## src/hw/rtl/swo_pkg.sv

```systemverilog
// Shared types, constants and sine ROM for the stereo wavetable oscillator.
package swo_pkg;

	localparam int TABLE_SIZE    = 512;
	localparam int FRACTION_BITS = 16;
	localparam int INDEX_W       = $clog2(TABLE_SIZE);
	localparam int PHASE_W       = INDEX_W + FRACTION_BITS;
	localparam int PAIR_W        = 2 * PHASE_W;

	localparam int STEP_W   = 25;
	localparam int LEVEL_W  = 7;
	localparam int SAMPLE_W = 16;
	localparam int WAVE_W   = 2;
	localparam int CFG_W    = 25;
	localparam int CFG_IDX_W = 3;

	// level / 128, truncated toward zero
	localparam int SCALE_SHIFT = 7;
	localparam int SCALE_BIAS  = (1 << SCALE_SHIFT) - 1;
	localparam int PROD_W      = SAMPLE_W + LEVEL_W;

	localparam int SAMPLE_MAX = 32767;
	localparam int SAMPLE_MIN = -32768;

	localparam int TRI_STEP   = 131072 / TABLE_SIZE;
	localparam int TRI_OFFSET = TRI_STEP / 2 - 32768;
	localparam int SAW_STEP   = 65536 / TABLE_SIZE;
	localparam int SAW_OFFSET = SAW_STEP / 2 - 32768;

	localparam logic [STEP_W-1:0] STEP_RESET = STEP_W'(310062);

	// quarter-wave sine table, QUARTER + 1 entries
	localparam int QUARTER   = TABLE_SIZE / 4;
	localparam int QUARTER_W = $clog2(QUARTER);
	localparam int SINE_W    = SAMPLE_W - 1;
	localparam int SINE_PEAK = 32767;
	localparam logic [63:0] PI_HALF_Q62 = 64'h6487ED5110B4611A;

	typedef enum logic [WAVE_W-1:0] {
		WAVE_TRIANGLE = 2'd0,
		WAVE_SAW      = 2'd1,
		WAVE_PULSE    = 2'd2,
		WAVE_SINE     = 2'd3
	} wave_t;

	typedef enum logic [CFG_IDX_W-1:0] {
		REG_LEFT_WAVEFORM  = 3'd0,
		REG_RIGHT_WAVEFORM = 3'd1,
		REG_LEFT_STEP      = 3'd2,
		REG_RIGHT_STEP     = 3'd3,
		REG_LEFT_LEVEL     = 3'd4,
		REG_RIGHT_LEVEL    = 3'd5
	} reg_idx_t;

	typedef logic [SINE_W-1:0] sine_rom_t [QUARTER+1];

	function automatic logic [63:0] mul_q62(logic [63:0] a, logic [63:0] b);
		logic [127:0] p;
		p = {64'd0, a} * {64'd0, b};
		return p[125:62];
	endfunction

	// floor(n / d) by long division; only used while the sine table is built
	function automatic logic [63:0] udiv64(logic [63:0] n, logic [63:0] d);
		logic [64:0] rem;
		logic [63:0] quo;
		rem = '0;
		quo = '0;
		for (int i = 63; i >= 0; i--) begin
			rem = {rem[63:0], n[i]};
			if (rem >= {1'b0, d}) begin
				rem = rem - {1'b0, d};
				quo[i] = 1'b1;
			end
		end
		return quo;
	endfunction

	// trunc(32767 * sin(pi/2 * r / TABLE_SIZE)), Taylor series in Q62
	function automatic logic [SINE_W-1:0] sine_quarter(int unsigned r);
		logic [63:0] x;
		logic [63:0] x2;
		logic [63:0] term;
		logic [63:0] sum;
		logic [63:0] a;
		logic [63:0] b;
		x = (PI_HALF_Q62 / TABLE_SIZE) * 64'(r)
			+ ((PI_HALF_Q62 % TABLE_SIZE) * 64'(r)) / TABLE_SIZE;
		x2 = mul_q62(x, x);
		term = x;
		sum = x;
		for (int k = 1; k <= 12; k++) begin
			term = udiv64(mul_q62(term, x2), 64'(2 * k) * 64'(2 * k + 1));
			if (k % 2 == 1)
				sum = sum - term;
			else
				sum = sum + term;
		end
		a = (sum >> 31) * 64'd32767;
		b = ((sum & 64'h7FFF_FFFF) * 64'd32767) >> 31;
		return SINE_W'((a + b) >> 31);
	endfunction

	function automatic sine_rom_t build_sine_rom();
		sine_rom_t rom;
		for (int j = 0; j <= QUARTER; j++) begin
			if (j == 0)
				rom[j] = '0;
			else if (j == QUARTER)
				rom[j] = SINE_W'(SINE_PEAK);
			else
				rom[j] = sine_quarter(4 * j);
		end
		return rom;
	endfunction

	localparam sine_rom_t SINE_ROM = build_sine_rom();

endpackage

```

## src/hw/rtl/swo_if.sv

```systemverilog
// Handshake channels of the oscillator: tick requests in, stereo samples out.
interface swo_tick_if;
	logic valid;
	logic ready;
	logic sample_tick;

	modport source (output valid, output sample_tick, input ready);
	modport sink (input valid, input sample_tick, output ready);
endinterface

interface swo_sample_if;
	logic                                 valid;
	logic                                 ready;
	logic signed [swo_pkg::SAMPLE_W-1:0]  left_sample;
	logic signed [swo_pkg::SAMPLE_W-1:0]  right_sample;

	modport source (output valid, output left_sample, output right_sample, input ready);
	modport sink (input valid, input left_sample, input right_sample, output ready);
endinterface

```

## src/hw/rtl/stereo_wavetable_oscillator.sv

```systemverilog
// Top level: two-channel DDS oscillator around a phase RAM with read-modify-write.
//
//  channel   dir   payload                        handshake
//  ticks     in    sample_tick                    valid / ready
//  samples   out   left_sample, right_sample      valid / ready
//  cfg       in    cfg_index, cfg_data            cfg_we, no back-pressure
//
// One item per cycle unless the output stalls; a tick goes through s1, s2, s3 to the output.
// The rate is set by the phase RAM loop: read at accept, add and write back as s1 moves on,
// with a forward of the word just written when the next read overlaps that write.
// Reset clears control state and a phase-valid flag; no RAM clearing pass is needed.
// Output stalls back up stage by stage; ticks are still taken until the pipeline is full.
// A tick of zero is taken and dropped without touching the phases.
module stereo_wavetable_oscillator (
	input  logic                               clk,
	input  logic                               arst_n,
	swo_tick_if.sink                           ticks,
	swo_sample_if.source                       samples,
	input  logic                               cfg_we,
	input  logic [swo_pkg::CFG_IDX_W-1:0]      cfg_index,
	input  logic [swo_pkg::CFG_W-1:0]          cfg_data
);

	localparam int PW = swo_pkg::PHASE_W;

	swo_pkg::wave_t                      left_wave_q;
	swo_pkg::wave_t                      right_wave_q;
	logic [swo_pkg::STEP_W-1:0]          left_step_q;
	logic [swo_pkg::STEP_W-1:0]          right_step_q;
	logic [swo_pkg::LEVEL_W-1:0]         left_level_q;
	logic [swo_pkg::LEVEL_W-1:0]         right_level_q;

	logic                                en1, en2, en3, en_out;
	logic                                tick_acc;
	logic                                ram_re, ram_we;
	logic [swo_pkg::PAIR_W-1:0]          ram_rdata;
	logic [swo_pkg::PAIR_W-1:0]          phase_old, phase_new, phase_fwd_q;
	logic                                phase_valid_q;

	logic                                valid_s1, fwd_use_s1;
	logic                                valid_s2, valid_s3, out_valid_q;
	logic [swo_pkg::INDEX_W-1:0]         left_idx_s2, right_idx_s2;
	logic signed [swo_pkg::PROD_W-1:0]   left_prod, right_prod;
	logic signed [swo_pkg::PROD_W-1:0]   left_prod_s3, right_prod_s3;
	logic signed [swo_pkg::PROD_W-1:0]   left_biased, right_biased;
	logic signed [swo_pkg::SAMPLE_W-1:0] left_q, right_q;

	// configuration
	always_ff @(posedge clk or negedge arst_n) begin
		if (!arst_n) begin
			left_wave_q   <= swo_pkg::WAVE_TRIANGLE;
			right_wave_q  <= swo_pkg::WAVE_TRIANGLE;
			left_step_q   <= swo_pkg::STEP_RESET;
			right_step_q  <= swo_pkg::STEP_RESET;
			left_level_q  <= '0;
			right_level_q <= '0;
		end else if (cfg_we) begin
			unique case (cfg_index)
				swo_pkg::REG_LEFT_WAVEFORM:
					left_wave_q <= swo_pkg::wave_t'(cfg_data[swo_pkg::WAVE_W-1:0]);
				swo_pkg::REG_RIGHT_WAVEFORM:
					right_wave_q <= swo_pkg::wave_t'(cfg_data[swo_pkg::WAVE_W-1:0]);
				swo_pkg::REG_LEFT_STEP:      left_step_q   <= cfg_data[swo_pkg::STEP_W-1:0];
				swo_pkg::REG_RIGHT_STEP:     right_step_q  <= cfg_data[swo_pkg::STEP_W-1:0];
				swo_pkg::REG_LEFT_LEVEL:     left_level_q  <= cfg_data[swo_pkg::LEVEL_W-1:0];
				swo_pkg::REG_RIGHT_LEVEL:    right_level_q <= cfg_data[swo_pkg::LEVEL_W-1:0];
				default: ;
			endcase
		end
	end

	// stage enables, each stage moves when the next one is empty or moving
	assign en_out = !out_valid_q || samples.ready;
	assign en3    = !valid_s3 || en_out;
	assign en2    = !valid_s2 || en3;
	assign en1    = !valid_s1 || en2;

	assign ticks.ready = en1;
	assign tick_acc    = ticks.valid && en1;
	assign ram_re      = tick_acc && ticks.sample_tick;
	assign ram_we      = valid_s1 && en2;

	// one RAM word holds both phases: right in the upper half
	swo_ram #(
		.WIDTH (swo_pkg::PAIR_W),
		.DEPTH (1)
	) u_phase_ram (
		.clk   (clk),
		.we    (ram_we),
		.waddr (1'b0),
		.wdata (phase_new),
		.re    (ram_re),
		.raddr (1'b0),
		.rdata (ram_rdata)
	);

	always_comb begin
		if (fwd_use_s1)
			phase_old = phase_fwd_q;
		else if (phase_valid_q)
			phase_old = ram_rdata;
		else
			phase_old = '0;
	end

	// the accumulator wraps at TABLE_SIZE << FRACTION_BITS, i.e. at its own width
	assign phase_new = {PW'(phase_old[2*PW-1:PW] + right_step_q),
		PW'(phase_old[PW-1:0] + left_step_q)};

	swo_shaper u_left_shaper (
		.shape   (left_wave_q),
		.idx     (left_idx_s2),
		.level   (left_level_q),
		.product (left_prod)
	);

	swo_shaper u_right_shaper (
		.shape   (right_wave_q),
		.idx     (right_idx_s2),
		.level   (right_level_q),
		.product (right_prod)
	);

	// divide by 128 toward zero: bias negative products before the shift
	assign left_biased  = left_prod_s3
		+ (left_prod_s3[swo_pkg::PROD_W-1] ? swo_pkg::PROD_W'(swo_pkg::SCALE_BIAS) : '0);
	assign right_biased = right_prod_s3
		+ (right_prod_s3[swo_pkg::PROD_W-1] ? swo_pkg::PROD_W'(swo_pkg::SCALE_BIAS) : '0);

	always_ff @(posedge clk or negedge arst_n) begin
		if (!arst_n) begin
			valid_s1      <= 1'b0;
			fwd_use_s1    <= 1'b0;
			valid_s2      <= 1'b0;
			valid_s3      <= 1'b0;
			out_valid_q   <= 1'b0;
			phase_valid_q <= 1'b0;
		end else begin
			if (en1) begin
				valid_s1   <= ram_re;
				fwd_use_s1 <= ram_we;
			end
			if (en2)
				valid_s2 <= valid_s1;
			if (en3)
				valid_s3 <= valid_s2;
			if (en_out)
				out_valid_q <= valid_s3;
			if (ram_we)
				phase_valid_q <= 1'b1;
		end
	end

	always_ff @(posedge clk) begin
		if (ram_we) begin
			phase_fwd_q  <= phase_new;
			left_idx_s2  <= phase_new[PW-1 -: swo_pkg::INDEX_W];
			right_idx_s2 <= phase_new[2*PW-1 -: swo_pkg::INDEX_W];
		end
		if (en3 && valid_s2) begin
			left_prod_s3  <= left_prod;
			right_prod_s3 <= right_prod;
		end
		if (en_out && valid_s3) begin
			left_q  <= left_biased[swo_pkg::SCALE_SHIFT +: swo_pkg::SAMPLE_W];
			right_q <= right_biased[swo_pkg::SCALE_SHIFT +: swo_pkg::SAMPLE_W];
		end
	end

	assign samples.valid        = out_valid_q;
	assign samples.left_sample  = left_q;
	assign samples.right_sample = right_q;

	// once a phase word is written it stays the live copy
	a_phase_valid_sticky: assert property (@(posedge clk) disable iff (!arst_n)
		phase_valid_q |=> phase_valid_q)
		else $error("phase valid flag dropped");

	// forwarding is only chosen after a write has happened
	a_fwd_after_write: assert property (@(posedge clk) disable iff (!arst_n)
		valid_s1 && fwd_use_s1 |-> phase_valid_q)
		else $error("forward selected with no prior phase write");

	// a stalled read-modify-write keeps its RAM read data
	a_rdata_held: assert property (@(posedge clk) disable iff (!arst_n)
		valid_s1 && !en2 |=> $stable(ram_rdata))
		else $error("phase RAM read data changed under a stalled item");

	// ticks are only refused while every pipeline stage is occupied
	a_ready_only_full: assert property (@(posedge clk) disable iff (!arst_n)
		!ticks.ready |-> valid_s1 && valid_s2 && valid_s3 && out_valid_q)
		else $error("tick refused with room in the pipeline");

endmodule

```

## src/hw/rtl/swo_ram.sv

```systemverilog
// Generic single-write, single-read RAM with registered read data.
module swo_ram #(
	parameter int WIDTH = 8,
	parameter int DEPTH = 2
) (
	input  logic                                    clk,
	input  logic                                    we,
	input  logic [((DEPTH > 1) ? $clog2(DEPTH) : 1)-1:0] waddr,
	input  logic [WIDTH-1:0]                        wdata,
	input  logic                                    re,
	input  logic [((DEPTH > 1) ? $clog2(DEPTH) : 1)-1:0] raddr,
	output logic [WIDTH-1:0]                        rdata
);

	logic [WIDTH-1:0] mem_q [DEPTH];

	// read-first: a read and a write in the same cycle return the old word
	always_ff @(posedge clk) begin
		if (we)
			mem_q[waddr] <= wdata;
		if (re)
			rdata <= mem_q[raddr];
	end

endmodule

```

## src/hw/rtl/swo_shaper.sv

```systemverilog
// Wave sample from table index and shape, times channel level.
module swo_shaper (
	input  swo_pkg::wave_t                        shape,
	input  logic [swo_pkg::INDEX_W-1:0]           idx,
	input  logic [swo_pkg::LEVEL_W-1:0]           level,
	output logic signed [swo_pkg::PROD_W-1:0]     product
);

	logic                                   upper_half;
	logic [1:0]                             quadrant;
	logic [swo_pkg::QUARTER_W-1:0]          quad_pos;
	logic [swo_pkg::QUARTER_W:0]            rom_idx;
	logic [swo_pkg::SINE_W-1:0]             sine_mag;
	logic [swo_pkg::SAMPLE_W-1:0]           tri_rise;
	logic [swo_pkg::SAMPLE_W-1:0]           tri_fall;
	logic [swo_pkg::SAMPLE_W-1:0]           saw_val;
	logic signed [swo_pkg::SAMPLE_W-1:0]    wave;

	assign upper_half = idx[swo_pkg::INDEX_W-1];
	assign quadrant   = idx[swo_pkg::INDEX_W-1 -: 2];
	assign quad_pos   = idx[swo_pkg::QUARTER_W-1:0];

	// odd quadrants run the quarter table backwards
	assign rom_idx = quadrant[0]
		? (swo_pkg::QUARTER_W + 1)'(swo_pkg::QUARTER) - {1'b0, quad_pos}
		: {1'b0, quad_pos};
	assign sine_mag = swo_pkg::SINE_ROM[rom_idx];

	assign tri_rise = swo_pkg::SAMPLE_W'(swo_pkg::TRI_OFFSET + int'(idx) * swo_pkg::TRI_STEP);
	assign tri_fall = swo_pkg::SAMPLE_W'(-swo_pkg::TRI_OFFSET - int'(idx) * swo_pkg::TRI_STEP);
	assign saw_val  = swo_pkg::SAMPLE_W'(swo_pkg::SAW_OFFSET + int'(idx) * swo_pkg::SAW_STEP);

	always_comb begin
		unique case (shape)
			swo_pkg::WAVE_SAW:   wave = $signed(saw_val);
			swo_pkg::WAVE_PULSE: wave = upper_half ? swo_pkg::SAMPLE_W'(swo_pkg::SAMPLE_MIN)
				: swo_pkg::SAMPLE_W'(swo_pkg::SAMPLE_MAX);
			swo_pkg::WAVE_SINE:  wave = upper_half ? -$signed({1'b0, sine_mag})
				: $signed({1'b0, sine_mag});
			default:             wave = upper_half ? $signed(tri_fall) : $signed(tri_rise);
		endcase
	end

	assign product = $signed({{swo_pkg::LEVEL_W{wave[swo_pkg::SAMPLE_W-1]}}, wave})
		* $signed({{(swo_pkg::SAMPLE_W){1'b0}}, level});

endmodule
```

## src/flat_wrapper.sv

```systemverilog
// flat-port wrapper written by rule: the top's interface ports become plain ports
module stereo_wavetable_oscillator_flat 
  (clk, arst_n, cfg_we, cfg_index, cfg_data, ticks_valid, ticks_sample_tick, ticks_ready, samples_valid, samples_left_sample, samples_right_sample, samples_ready);
  swo_tick_if ticks_i ();
  swo_sample_if samples_i ();
  input  logic clk;
  input  logic arst_n;
  input  logic cfg_we;
  input  logic [swo_pkg::CFG_IDX_W-1:0] cfg_index;
  input  logic [swo_pkg::CFG_W-1:0] cfg_data;
  input wire logic [$bits(ticks_i.valid)-1:0] ticks_valid;
  input wire logic [$bits(ticks_i.sample_tick)-1:0] ticks_sample_tick;
  output wire logic [$bits(ticks_i.ready)-1:0] ticks_ready;
  output wire logic [$bits(samples_i.valid)-1:0] samples_valid;
  output wire logic [$bits(samples_i.left_sample)-1:0] samples_left_sample;
  output wire logic [$bits(samples_i.right_sample)-1:0] samples_right_sample;
  input wire logic [$bits(samples_i.ready)-1:0] samples_ready;
  assign ticks_i.valid = ticks_valid;
  assign ticks_i.sample_tick = ticks_sample_tick;
  assign ticks_ready = ticks_i.ready;
  assign samples_valid = samples_i.valid;
  assign samples_left_sample = samples_i.left_sample;
  assign samples_right_sample = samples_i.right_sample;
  assign samples_i.ready = samples_ready;
  stereo_wavetable_oscillator u_core (.clk(clk), .arst_n(arst_n), .ticks(ticks_i), .samples(samples_i), .cfg_we(cfg_we), .cfg_index(cfg_index), .cfg_data(cfg_data));
endmodule
```

## config.mk

```make
export PLATFORM = sky130hd
export DESIGN_NAME = stereo_wavetable_oscillator_flat
export DESIGN_NICKNAME = d
export VERILOG_FILES = /design/src/hw/rtl/swo_pkg.sv /design/src/hw/rtl/swo_if.sv /design/src/hw/rtl/stereo_wavetable_oscillator.sv /design/src/hw/rtl/swo_ram.sv /design/src/hw/rtl/swo_shaper.sv /design/src/flat_wrapper.sv
export SDC_FILE = /design/constraint.sdc
export NUM_CORES = 1
export LEC_CHECK = 0
export ABC_AREA = 1
export BUFFER_PORTS_ARGS = -buffer_cell sky130_fd_sc_hd__buf_2
export CELL_PAD_IN_SITES_DETAIL_PLACEMENT = 1
export CELL_PAD_IN_SITES_GLOBAL_PLACEMENT = 1
export CORE_MARGIN = 5
export CORE_UTILIZATION = 44
export CTS_CLUSTER_SIZE = 28
export DETAILED_ROUTE_END_ITERATION = 16
export PLACE_DENSITY_LB_ADDON = 0.1
export SYNTH_ARGS = -nofsm -noshare
export SYNTH_HDL_FRONTEND = slang
export SYNTH_SLANG_ARGS = --single-unit
```

## constraint.sdc

```tcl
create_clock -name clk -period 8.2 [get_ports clk]
set_clock_uncertainty 0.15 [all_clocks]
set_input_delay 0.82 -clock clk [delete_from_list [all_inputs] [get_ports clk]]
set_output_delay 0.82 -clock clk [all_outputs]
set_load 0.03 [all_outputs]
```

==> results.toml, run 1 <==
[sta]
transition_time_at_the_pin_with_the_least_slew_margin_ns = 1.02
max-slew-margin-rel_pct = 31.9
fmax_mhz = 128
final-setup-viol-count = 0
slew_violations = 0
worst_slack_ns = 0.376
timing.final.hold_violations = 0
finalCritPeriodShare_pct = 95.4
period_needed_ns = 7.82

[yosys]
synth.largest_area_cell = "edfxtp_1"
synth_area_um2 = 26200
avgSynthCellArea_um2 = 7.46
synth.ff_latch_count = 252
synthesis.yosys.warnings = 0
share_of_synthesized_area_occupied_by_flip_flops_and_latches_pct = 27.6
async_reset_ff_share_pct = 29.4
synth_cell_types = 52
yosysTopAreaCellShare_pct = 20.4
synth_ff_type = "edfxtp_1"
synth_fp_nets = 3903
synth_top_cells_by_area = "edfxtp_1, nand2_1, fa_1, ha_1, inv_1"
synth_edf_count = 178
synthCells = 3511

[pwr]
leakage_nw = 14.7
p_sw_w = 0.00611
switching_share_pct = 51.1
clkPwrFrac_pct = 10.9
power_density_nw_per_um2 = 409
seq_power_share_pct = 18.5
ir_drop_mv = 0.493
power_frac_comb_pct = 70.6
p_int_w = 0.00585

[hold_path]
hold_path_class = "register to register"

[clocking]
clock_tree_sinks = 252
cts_tree = "built"
clock_tree.root_cell = "clkbuf_16"
number_of_buffers_added_by_the_clock_tree_synthesis_step = 29
ctsHtreeMaxLevel = 1
clock_tree.buffer_depth = 3
worst_skew_pair.late_latency_ns = 0.59
path_clk_slew_ns = 0.07

[placed_design]
finalWeightedCongestion = 0.981
detailedPlacementHpwl_um = 72700
placed_area_um2 = 28000
detailedPlace.worstSlack_ns = -0.0774
io_buffer_count = 67

[layout]
final_net_count = 4037
n_antenna_cell = 0
fin_area_um2 = 29200
finalCoreUtilization_pct = 49.5
n_fill_cell = 7521
area_delta_synth_final_pct = 11.7
layout-drive-gt1-share_pct = 11.5

[floorplanning]
start_util_pct = 44.4
boundaryPins = 68
fp.dieArea_um2 = 64500
floorplan.rows = 89
chipHeight_um = 254
chipWidth_um = 254
core_area_um2 = 59000

[route]
routed_wirelength_um = 92400
drt-wirelength-per-cell_um = 20.8
viasPerCell = 5.52
detailedRoute.firstIterationViolations = 1389
route.detailed.drc = 0
routed-via-count = 24500
drt.antenna.violating_nets = 0
drtPass1Iterations = 5

[critical_path]
critPathArrivalTime_ns = 8.00
worst_setup_path_end_kind = "register"
worst_setup_path_start_kind = "register"
crit_slowest_cell = "fa_1"
cpMostUsedCell = "nand2_1"
timing.critical_path.slowest_cell_delay_ns = 0.55
timing.setup.critical_path_class = "register to register"
crit_required_ns = 8.38
crit_fanout = 35

[global_routing]
global_route.usage.total_pct = 28.2
gr-max-usage-layer = "met2"
grt_pass1_vias = 26700
grt.met2_usage_pct = 52.3
grt_overflow_total = 0
groute.layer.met1.usage_pct = 34.1
wire_length_of_the_first_global_routing_pass_um = 146000
antenna_found_initial = 1
grt_max_degree = 74
globalRouteMet3Util_pct = 2.43

[run_status]
outcome = "finished, final reports clean"

[job]
timing.max_cap.violations = 0
## logic make-up after synthesis
group / Yosys count / synth area share (%)
DFF: 252 / 27.6
buffers and inverters: 629 / 9.76
and+or+nand+nor: 1716 / 27.7
AOI/OAI and AO/OA: 434 / 8.89
adders and majority gates: 358 / 22.0
xor gates and xnor gates: 122 / 4.08
## worst paths after layout
path	from	end	slack, ns	cells past startpoint
setup / recovery	u_core.left_idx_s2[1]	u_core.left_prod_s3[22]	0.38	48
hold / removal	u_core.phase_fwd_q[27]	u_core.u_phase_ram.rdata[27]	0.30	0
setup reg to reg	u_core.left_idx_s2[1]	u_core.left_prod_s3[22]	0.38	48
hold reg to reg	u_core.phase_fwd_q[27]	u_core.u_phase_ram.rdata[27]	0.30	0
max in group asynchronous	arst_n	u_core.valid_s1	6.31	3
min in group asynchronous	arst_n	u_core.left_step_q[14]	0.46	2
## synthesized netlist by cell type, drive strengths merged, types with 4 or more instances
library cell and number:
o21bai 5, clkbuf 55, a21boi 5, buf 63
xor2 77, dfstp 22, nor2 297, a21oi 153
nor3 22, dfrtp 52, nand3 346, inv 509
o211ai 16, o21ai 223, a31oi 18, ha 188
xnor2 45, edfxtp 178, fa 170, or2 6
nand3b 7, nand2 1007, nand4 27, o31ai 4
## power by group through the flow
stage	logic (W)	clock network [W]	registers, W
finish	0.00844	0.00131	0.00221
global route	0.00944	0.00139	0.00224
CTS	0.00830	0.00133	0.00221
detailed placement	0.00820	0	0.00223
global placement	0.00790	0	0.00221
floorplan	0.00562	0	0.00221
## critical path, delay by kind of cell (launching register included)
family / cells / cell delay [ns]
xor+xnor: 1 / 0.06
compound gates: 4 / 0.63
flops: 1 / 0.40
fa+ha+maj: 6 / 2.56
simple gates: 27 / 2.51
buf+inv: 10 / 1.20
## sequential cells by signal, indices dropped and copies added (netlist names), 2 cells and up
| signal | count |
|---|---|
| u_core.samples.left_sample | 16 |
| u_core.right_level_q | 7 |
| u_core.right_wave_q | 2 |
| u_core.left_step_q | 25 |
| u_core.right_step_q | 25 |
| u_core.phase_fwd_q | 33 |
| u_core.right_idx_s2 | 9 |
| u_core.right_prod_s3 | 23 |
| u_core.left_level_q | 7 |
| u_core.samples.right_sample | 16 |
| u_core.left_wave_q | 2 |
| u_core.u_phase_ram.rdata | 50 |
| u_core.left_idx_s2 | 8 |
| u_core.left_prod_s3 | 23 |
## layer usage
layer	part of all wire (%)	vias to the layer above
met1	41	12300
met3	3.6	176
li1	-	11500
met2	51	556
met5	0.013	-
met4	4.1	2
## per-stage QoR
stage / instances / total power (W) / TNS [ns] / hold slack, ns
6_report: 4441 / 0.0120 / 0 / 0.297
2_1_floorplan: 3511 / 0.00783 / 0 / 0.271
4_1_cts: 4427 / 0.0118 / 0 / 0.296
5_1_grt: 4441 / 0.0131 / -0.0380 / 0.288
3_3_place_gp: 4372 / 0.0101 / 0 / 0.279
3_5_place_dp: 4372 / 0.0104 / -0.111 / 0.285
## final cells by class
| cell class | instances | area [um2] | area share [%] |
|---|---|---|---|
| inverter | 511 | 1930 | 6.59 |
| tap | 773 | 967 | 3.31 |
| clock buffer | 43 | 840 | 2.87 |
| timing repair buffer | 220 | 1560 | 5.34 |
| multi-input combinational | 2631 | 16600 | 56.8 |
| clock inverter | 11 | 114 | 0.389 |
| sequential | 252 | 7220 | 24.7 |
## cells in the final DEF, fill, tap and decap left out, types with 7 or more instances in the layout
cell / netlist / layout
nand2_1: 967 / 959
inv_2: 21 / 24
inv_1: 488 / 482
clkbuf_1: 55 / 9
nor3_1: 21 / 20
clkbuf_16: 0 / 31
nand3b_1: 7 / 7
dfstp_2: 22 / 22
o211ai_1: 16 / 16
buf_2: 34 / 66
o21ai_0: 196 / 185
dfrtp_1: 52 / 52
buf_4: 16 / 147
fa_1: 170 / 170
a31oi_1: 18 / 16
edfxtp_1: 178 / 178
xor2_1: 77 / 77
nor2_2: 13 / 16
o21ai_2: 6 / 10
nand3_1: 340 / 336
nand4_1: 27 / 27
o21ai_1: 21 / 27
nand3_2: 5 / 9
ha_1: 188 / 184
nor2_1: 281 / 275
xnor2_1: 45 / 45
a21oi_1: 152 / 150
nand2_2: 35 / 41
## repair_timing
item / CTS / global route
pin swaps: 0 / 5
setup buffers: 0 / 12
hold buffers: 1 / 0
endpoints found under the hold margin: 4 / 0
endpoints found under the setup margin: 4 / 16
cloned: 0 / 2
resized for setup: 4 / 57
(Power assumes the default switching activity.)
==> inputs of run 2 (changes only) <==
CTS_BUF_LIST = sky130_fd_sc_hd__clkbuf_8   (was not set)
SKIP_LAST_GASP = 1   (was not set)
clock period = 6.9 ns   (was 8.2 ns; I/O delays follow)
==> results.toml, run 2 (same netlist as run 1, synthesis figures left out) <==
[run_status]
outcome = "complete, but fails checks"
violated_checks = "negative setup slack"

[sta]
rsz0062_at_grt = "true"
slew_violations = 0
max-slew-margin-rel_pct = 22.1
hold_slack_ns = 0.0230
period_needed_ns = 7.59
fmax_mhz = 132
worst_slack_ns = -0.694
transition_time_at_the_pin_with_the_least_slew_margin_ns = 1.17
timing.final.hold_violations = 0
final-setup-viol-count = 22
final.setup.tns_ns = -7.38
finalCritPeriodShare_pct = 110

[critical_path]
critPathArrivalTime_ns = 7.84
crit_fanout = 7
stages_on_worst_setup_path = 46
crit_slowest_cell = "fa_1"
reg2reg_depth = 46
worst_path_dominant_cell_family = "adder cells"
crit_required_ns = 7.15
timing.setup.critical_path_class = "register to register"
timing.critical_path.slowest_cell_delay_ns = 0.51
cpMostUsedCell = "nand2_2"
worst_setup_path_end_kind = "register"
worst_setup_path_start_kind = "register"
cp.buffers_inverters = 9

[layout]
final_net_count = 4535
largest_register = "u_core.u_phase_ram.rdata"
most_common_library_cell_in_the_layout_ignoring_fill_and_taps = "nand2_1"
layout_top_registers = "u_core.u_phase_ram.rdata x50, u_core.phase_fwd_q x33"
area_delta_synth_final_pct = 33.7
mostFrequentLayoutCells = "nand2_1, buf_4, inv_1"
largest_register_ffs = 50
layout-drive-gt1-share_pct = 30.3

[route]
drt.antenna.violating_nets = 0
drtPass1Iterations = 7
routed_wirelength_um = 118000
drt-wirelength-per-cell_um = 23.7
viasPerCell = 5.67
routed-via-count = 28100
detailedRoute.firstIterationViolations = 2099
route.detailed.drc = 0

[global_routing]
grt_overflow_total = 0
antenna_found_initial = 5
grt_pass1_vias = 30300
wire_length_of_the_first_global_routing_pass_um = 168000
grt_max_degree = 75
global_route.usage.total_pct = 33.2

[clocking]
clock_tree_sinks = 252
ctsHtreeMaxLevel = 2
path_clk_slew_ns = 0.07
clock_tree.root_cell = "clkbuf_8"
hold_buffers = 0
clock_tree.buffer_depth = 3
worst_skew_pair.late_latency_ns = 0.67
number_of_buffers_added_by_the_clock_tree_synthesis_step = 45
cts_tree = "built"

[floorplanning]
start_util_pct = 44.4
chipHeight_um = 254
boundaryPins = 68
chipWidth_um = 254
fp.dieArea_um2 = 64500
core_area_um2 = 59000
floorplan.rows = 89

[placed_design]
detailedPlacementHpwl_um = 82900
io_buffer_count = 67
finalWeightedCongestion = 0.999

[pwr]
power_density_nw_per_um2 = 573
leakage_nw = 17.5
ir_drop_mv = 0.618
totalPowerFinal_w = 0.0201

[hold_path]
hold_path_class = "input port to asynchronous set/reset pin"

[job]
timing.max_cap.violations = 0
==> run 2: changes by cell type in the layout (fill, tap and decap cells not counted), moves of 33 or more <==
cell	change
nand2_1	-121
ha_4	+37
nand2_4	+34
nand2_2	+86
nand3_1	-38
clkbuf_8	+47
buf_6	+33
buf_4	+436
ha_1	-36
==> run 2: area by class of cell <==
cell class	instances	area, um2
fillers	7347	24000
repair buffers	703	5490
inverters	511	1970
multi-input cells	2630	18500
flip-flops and latches	252	7220
clock inverters	33	169
diodes	2	5.00
clock buffers	51	702
well taps	773	967
==> run 2: per-layer routing <==
metal	global-route usage (%)	up-vias	share of wire, %
met5	0	-	0.024
met1	39.7	14000	38
li1	-	12600	-
met2	58.2	1106	49
met4	16.7	6	6.9
met3	5.30	458	5.7
==> run 2: path summary, 6_finish.rpt <==
check,start,endpoint,slack [ns]
max in group asynchronous,arst_n,u_core.right_step_q[20],5.79
setup / recovery,u_core.left_idx_s2[1],u_core.left_prod_s3[22],-0.69
setup reg to reg,u_core.left_idx_s2[1],u_core.left_prod_s3[22],-0.69
hold reg to reg,u_core.phase_fwd_q[35],u_core.u_phase_ram.rdata[35],0.30
hold / removal,arst_n,u_core.valid_s3,0.02
min in group clk,ticks_sample_tick,u_core.valid_s1,0.21
==> run 2: through the flow <==
stage          setup slack (ns)  instance area (um2)  util (%)  instances
6_report                 -0.694                35000      59.3       4955
5_1_grt                  -0.937                35000      59.3       4955
4_1_cts                  -0.250                33800      57.3       4913
3_5_place_dp             -0.713                31700      53.7       4775
3_3_place_gp             -0.402                31700      53.7       4775
2_1_floorplan            -0.211                26800         -       3511
==> run 2: repair_timing <==
action | 4_1_cts | 5_1_grt
setup buffers | 56 | 47
pin swaps | 127 | 139
resized for setup | 236 | 214
cloned | 0 | 2
endpoints found under the setup margin | 21 | 27
==> run 2: power by group <==
group	switching, W	leakage, nW	total (W)	internal (W)
logic	0.00915	14.4	0.0160	0.00683
registers	0.000318	2.56	0.00267	0.00235
clock network	0.000706	0.531	0.00142	0.000716
total	0.0102	17.5	0.0201	0.00989
